$ cat src/hw/rtl/sha512_pkg.sv
`default_nettype none
package sha512_pkg;

    // one queued transaction from the front to the back
    typedef struct packed {
        logic [63:0] word;
        logic        start;
        logic        last;
        logic [3:0]  nbytes;
    } t_item;

    localparam logic [63:0] PAD_WORD = 64'h8000_0000_0000_0000;

    function automatic logic [63:0] init_hash(input logic [2:0] idx);
        logic [63:0] v;
        unique case (idx)
            3'd0: v = 64'h6A09E667F3BCC908;
            3'd1: v = 64'hBB67AE8584CAA73B;
            3'd2: v = 64'h3C6EF372FE94F82B;
            3'd3: v = 64'hA54FF53A5F1D36F1;
            3'd4: v = 64'h510E527FADE682D1;
            3'd5: v = 64'h9B05688C2B3E6C1F;
            3'd6: v = 64'h1F83D9ABFB41BD6B;
            default: v = 64'h5BE0CD19137E2179;
        endcase
        return v;
    endfunction

    function automatic logic [63:0] round_k(input logic [6:0] j);
        logic [63:0] k [0:79];
        k = '{
        64'h428A2F98D728AE22, 64'h7137449123EF65CD, 64'hB5C0FBCFEC4D3B2F, 64'hE9B5DBA58189DBBC,
        64'h3956C25BF348B538, 64'h59F111F1B605D019, 64'h923F82A4AF194F9B, 64'hAB1C5ED5DA6D8118,
        64'hD807AA98A3030242, 64'h12835B0145706FBE, 64'h243185BE4EE4B28C, 64'h550C7DC3D5FFB4E2,
        64'h72BE5D74F27B896F, 64'h80DEB1FE3B1696B1, 64'h9BDC06A725C71235, 64'hC19BF174CF692694,
        64'hE49B69C19EF14AD2, 64'hEFBE4786384F25E3, 64'h0FC19DC68B8CD5B5, 64'h240CA1CC77AC9C65,
        64'h2DE92C6F592B0275, 64'h4A7484AA6EA6E483, 64'h5CB0A9DCBD41FBD4, 64'h76F988DA831153B5,
        64'h983E5152EE66DFAB, 64'hA831C66D2DB43210, 64'hB00327C898FB213F, 64'hBF597FC7BEEF0EE4,
        64'hC6E00BF33DA88FC2, 64'hD5A79147930AA725, 64'h06CA6351E003826F, 64'h142929670A0E6E70,
        64'h27B70A8546D22FFC, 64'h2E1B21385C26C926, 64'h4D2C6DFC5AC42AED, 64'h53380D139D95B3DF,
        64'h650A73548BAF63DE, 64'h766A0ABB3C77B2A8, 64'h81C2C92E47EDAEE6, 64'h92722C851482353B,
        64'hA2BFE8A14CF10364, 64'hA81A664BBC423001, 64'hC24B8B70D0F89791, 64'hC76C51A30654BE30,
        64'hD192E819D6EF5218, 64'hD69906245565A910, 64'hF40E35855771202A, 64'h106AA07032BBD1B8,
        64'h19A4C116B8D2D0C8, 64'h1E376C085141AB53, 64'h2748774CDF8EEB99, 64'h34B0BCB5E19B48A8,
        64'h391C0CB3C5C95A63, 64'h4ED8AA4AE3418ACB, 64'h5B9CCA4F7763E373, 64'h682E6FF3D6B2B8A3,
        64'h748F82EE5DEFB2FC, 64'h78A5636F43172F60, 64'h84C87814A1F0AB72, 64'h8CC702081A6439EC,
        64'h90BEFFFA23631E28, 64'hA4506CEBDE82BDE9, 64'hBEF9A3F7B2C67915, 64'hC67178F2E372532B,
        64'hCA273ECEEA26619C, 64'hD186B8C721C0C207, 64'hEADA7DD6CDE0EB1E, 64'hF57D4F7FEE6ED178,
        64'h06F067AA72176FBA, 64'h0A637DC5A2C898A6, 64'h113F9804BEF90DAE, 64'h1B710B35131C471B,
        64'h28DB77F523047D84, 64'h32CAAB7B40C72493, 64'h3C9EBE0A15C9BEBC, 64'h431D67C49C100D4C,
        64'h4CC5D4BECB3E42B6, 64'h597F299CFC657E2A, 64'h5FCB6FAB3AD6FAEC, 64'h6C44198C4A475817};
        return k[j];
    endfunction

endpackage
`default_nettype wire

$ cat src/hw/rtl/sha512_queue.sv
`default_nettype none
// two-entry queue between the word front end and the compression engine
module sha512_queue
    import sha512_pkg::*;
(
    input  wire logic  i_clk,
    input  wire logic  i_rst_n,
    input  wire logic  i_push,
    input  wire t_item i_item,
    output logic       o_full,
    input  wire logic  i_pop,
    output logic       o_valid,
    output t_item      o_item
);
    t_item      r_mem [0:1];
    logic       r_wp, r_rp;
    logic [1:0] r_cnt;

    assign o_full  = (r_cnt == 2'd2);
    assign o_valid = (r_cnt != 2'd0);
    assign o_item  = r_mem[r_rp];

    always_ff @(posedge i_clk) begin
        if (i_push) r_mem[r_wp] <= i_item;
    end

    always_ff @(posedge i_clk) begin
        if (!i_rst_n) begin
            r_wp <= 1'b0; r_rp <= 1'b0; r_cnt <= 2'd0;
        end else begin
            if (i_push) r_wp <= ~r_wp;
            if (i_pop)  r_rp <= ~r_rp;
            r_cnt <= r_cnt + {1'b0, i_push} - {1'b0, i_pop};
        end
    end

`ifndef SYNTHESIS
    a_no_overflow: assert property (@(posedge i_clk) disable iff (!i_rst_n)
        o_full |-> !i_push) else $error("queue overflow");
    a_no_underflow: assert property (@(posedge i_clk) disable iff (!i_rst_n)
        !o_valid |-> !i_pop) else $error("queue underflow");
    a_count: assert property (@(posedge i_clk) disable iff (!i_rst_n)
        (i_push && !i_pop) |=> r_cnt == $past(r_cnt) + 2'd1) else $error("count slip");
`endif
endmodule
`default_nettype wire

$ cat config.mk
export PLATFORM = sky130hd
export DESIGN_NAME = sha512_queue
export DESIGN_NICKNAME = d
export VERILOG_FILES = /design/src/hw/rtl/sha512_pkg.sv /design/src/hw/rtl/sha512_queue.sv
export SDC_FILE = /design/constraint.sdc
export NUM_CORES = 1
export LEC_CHECK = 0
export BUFFER_PORTS_ARGS = -buffer_cell sky130_fd_sc_hd__buf_2
export CAP_MARGIN = 0
export CORE_MARGIN = 2
export CORE_UTILIZATION = 56
export DETAILED_ROUTE_END_ITERATION = 16
export GPL_TIMING_DRIVEN = 0
export HOLD_SLACK_MARGIN = 0.12
export PLACE_DENSITY_LB_ADDON = 0.3
export SLEW_MARGIN = 40
export SYNTH_ARGS = -nofsm -noshare
export SYNTH_HDL_FRONTEND = slang
export SYNTH_SLANG_ARGS = --single-unit
$ cat constraint.sdc
create_clock -name i_clk -period 7.3 [get_ports i_clk]
set_clock_uncertainty 0.2 [all_clocks]
set_input_delay 0.73 -clock i_clk [delete_from_list [all_inputs] [get_ports i_clk]]
set_output_delay 0.73 -clock i_clk [all_outputs]
set_load 0.01 [all_outputs]
# Word level (Yosys, flattened, before mapping)
# Memory sizes are Yosys's and may differ from the RTL's. A register that Yosys moved wholly into a read port is not among the register bits.
# Cells that the tools add are included.
[word_totals]
input_bits = 74
register_bits = 4
n_memories = 1
word_cells = 14
out_inout_bits = 72
mem_bits_rw = 140
[classes]
n_mux = 4
addsub = 2
n_eq_ne = 1
n_reduce_logical = 1
bitwise = 2
[memory_table]
columns = ["memory", "depth", "word_bits", "rd", "rd_clocked_by_memory_dff", "wr", "line", "text"]
rows = [
  ["r_mem", 2, 70, 1, 1, 1, "sha512_queue.sv:15", "t_item r_mem [0:1];"],
]
[op_table]
columns = ["op", "count"]
rows = [
  ["two-way mux 1 bit", 4],
  ["adder 2 x 1 -> 2 bit", 1],
  ["equality test 2 bit (second input constant)", 1],
  ["NOT 1 bit", 2],
  ["nonzero test 2 bit", 1],
  ["subtractor 2 x 1 -> 2 bit", 1],
]

# Depth between registers and ports, before layout
[logic_depth]
depth_word = 3
mapped_depth = 6

# Worst setup path before layout
# Ideal clock, no wire load.
[synth_path]
path_type = "in2reg"
startpoint = "input i_push"
endpoint = "memory r_mem[0][0] (netlist bit) (enable)"
setup_ns = 0.508
setup_slack_ns = 2.761
cell_stages = 1
arrival_ns = 3.832
path_cell_list = "nor2b_1"
[synth_between]
elab_chain_cells = 2
[synth_lines]
columns = ["item", "line", "text"]
rows = [
  ["start: declaration", "sha512_queue.sv:8", "input wire logic i_push,"],
  ["two-way mux 1 bit", "sha512_queue.sv:24", "if (i_push) r_mem[r_wp] <= i_item;"],
  ["two-way mux 1 bit (not written as such)", "sha512_queue.sv:24", ""],
  ["end: declaration", "sha512_queue.sv:15", ""],
]
# No other way between the ends.

==> out/results.tsv <==
stage	metric	value	unit
status	outcome	complete, no violations	
power	net switching power	0.000438	W
die	full die area	10900	sq um
synthesis	Mapped Area	5630	sq um
synthesis	Compound-Gate Fraction of Synth Area	0.133	%
die	Die W	104	microns
die	core area	9770	sq um
power	Switching Share	21.7	%
clock_tree	Post-CTS Setup Repair Bufs	0	
critical_path	Critical R2R Launch	r_wp	
power	Internal	0.00158	W
synthesis	Yosys top cell by area	edfxtp_1	
critical_path	WP buf/inv	3	
final_layout	Final Core Density	73.6	%
synthesis	#FFs+latches synth	145	
power	total power	0.00202	W
critical_path	R2R depth	2	
synthesis	Synth cell types	13	
power	clock share of power	39.5	%
hold_path	Hold Crit Class	in -> reg	
critical_path	CP Capture Type	primary output	
synthesis	syn nets	315	
place	DP HPWL	6.49	mm
synthesis	synthesized instance count	239	
global_route	vias in the first global route	2873	
synthesis	Yosys warnings	0	
critical_path	cell count along the critical path	4	
clock_tree	Clock Path Buffers	2	
final_layout	# diodes	0	
final_layout	Area Overhead vs Synth	27.8	%
sta	maximum clock rate	385	MHz
clock_tree	Resized cells post-CTS	0	
hold_path	Worst Hold Path Cells	1	
synthesis	largest family of logic cells by synthesized area	multiplexers	
power	Static Leak	2.91	nW
sta	fin crit share	35.6	%
sta	RSZ-0062 raised after global routing	false	
clock_tree	CTS Sinks	145	
sta	Final Hold Slack	200	ps
synthesis	largest cells by area after synthesis	edfxtp_1 (75%), mux2_4 (19%), buf_12 (2.5%), dfxtp_1 (1.8%), and2_1 (0.44%)	
clock_tree	cts hold-fix bufs	0	
detailed_routing	wire per inst	17.1	microns
critical_path	crit-path leading delay family	buffers and inverters	
synthesis	post-synth top area share	74.6	%
critical_path	worst path arrival time	1670	ps
sta	max_slew headroom	66.2	%
critical_path	slowest CP cell	dfxtp_1	
detailed_routing	drt first-iter violations	95	
die	IO Pins	146	
sta	final setup fails	0	
detailed_routing	vias per inst	4.99	
global_route	GRT Util Overall	18.3	%
global_route	initial antenna violation count	1	
global_route	first-pass GRT wire length	14.6	mm
final_layout	share of layout cells above drive strength 1	62.4	%
detailed_routing	first drt pass iteration count	4	
critical_path	slowest stage delay, CP	320	ps
synthesis	xor/xnor share of the synthesized area	0.555	%
power	Reg power frac	48.3	%
die	Starting Density	57.6	%
synthesis	Post-Synth Adder-Cell Area	0.444	%
synthesis	post-synthesis average cell area	23.6	sq um
critical_path	CP cell instances	buf_6 -> buf_12 -> mux2_4 -> buf_2	
final_layout	fill count	604	
clock_tree	CTS clk-pin slew, worst paths	60	ps
critical_path	critical path type	reg -> out	
power	combinational power share	12.2	%
clock_tree	cts bufs inserted	17	
synthesis	Post-Synth Simple-Gate Area	0.999	%
final_layout	most frequent cells in the layout	buf_2 (145), edfxtp_1 (140), mux2_4 (70)	
final_layout	most common cell after layout, fill and taps aside	buf_2	
detailed_routing	via count	2762	
global_route	largest net degree at the start of global routing	37	
clock_tree	Clock Root Buffer	clkbuf_8	
die	# rows	36	
global_route	global route total overflow	0	
sta	Final TNS setup	0	ps
power	worst vdd ir	0.178	mV
critical_path	critical path peak fanout	10	
critical_path	startpoint types	flip-flop	
synthesis	sequential share of the synthesized area	76.4	%
clock_tree	CTS tree	yes	
clock_tree	worst skew pair latency	510	ps
detailed_routing	antenna-violating nets left	0	
clock_tree	H-tree depth	4	
place	gpl congestion	0.650	
die	chip height	104	microns
sta	Worst-Margin Slew	507	ps
sta	post-layout min period	2600	ps
critical_path	Critical Path RT	6370	ps
hold_path	HP Start	i_item[39]	
sta	final hold vios	0	
power	Power Density	281	nW/um^2
detailed_routing	DRC errors left	0	
place	number of buffers added on ports	145	
sta	fin. max-slew vios	0	
run	MaxCap Viol Count	0	
synthesis	multiplexer share of the synthesized area	18.7	%
detailed_routing	final wirelength	9.44	mm
final_layout	nets	484	
[cell families (layout without fill, tap and decap cells)]
group / after synthesis / after routing
compound gates: 1 / 1
simple gates: 9 / 9
buf+inv: 10 / 191
mux: 70 / 70
fa+ha+maj: 2 / 2
xor+xnor: 2 / 2
flops: 145 / 145
[worst paths after layout]
kind | slack [ps] | endpoint
worst max-delay path | 4700 | o_item[64]
worst min register to register | 390 | flip-flop
worst min-delay path | 200 | r_mem[1][39]
worst max register to register | 5570 | r_mem[1][68]
[power by group through the flow]
stage,registers (W),clock network [W],logic (W)
after detailed placement,0.000993,0,0.000249
final,0.000976,0.000798,0.000247
after global placement,0.000995,0,0.000234
after CTS,0.000976,0.000814,0.000250
after global routing,0.000980,0.000850,0.000264
after floorplan,0.000992,0,0.000157
[stage by stage]
stage | instance area (sq um) | instances | worst slack (ps)
2_1_floorplan | 5630 | 239 | 2760
3_3_place_gp | 6530 | 517 | 1030
3_5_place_dp | 6640 | 522 | 5110
4_1_cts | 7200 | 553 | 4670
5_1_grt | 7200 | 553 | 4640
6_report | 7200 | 553 | 4700
[cell usage after synthesis, drive strengths merged]
| cell type | number |
|---|---|
| xor2 | 1 |
| o21a | 1 |
| xnor3 | 1 |
| ha | 2 |
| edfxtp | 140 |
| dfxtp | 5 |
| inv | 2 |
| nor2b | 4 |
| and2 | 4 |
| buf | 8 |
| mux2 | 70 |
| or2 | 1 |
[cell type report]
class,instances,area [sq um],share of cell area (%)
flip-flops and latches,145,4300,59.8
multi-input cells,84,1180,16.4
repair buffers,150,831,11.5
clock buffers,17,414,5.75
well taps,133,166,2.31
plain buffers,8,151,2.10
clock inverters,14,143,1.98
inverters,2,7.51,0.104
[registers in the layout, indices dropped and copies added (netlist names), named ones only]
register  count
r_cnt         2
r_mem       140
r_rp          1
r_wp          1
[worst reg2reg max path: stages (launching register included)]
cell and delay [ps]:
dfxtp_1 390, and2_4 500, buf_12 300
[routing by layer]
layer	track usage (%)	wire (microns)	vias to the layer above
met2	31.4	5060	108
met5	0	10	-
li1	-	-	1281
met1	20.6	3590	1355
met4	8.20	158	2
met3	6.20	622	16
Note: power is estimated with default switching activity, not from simulation.
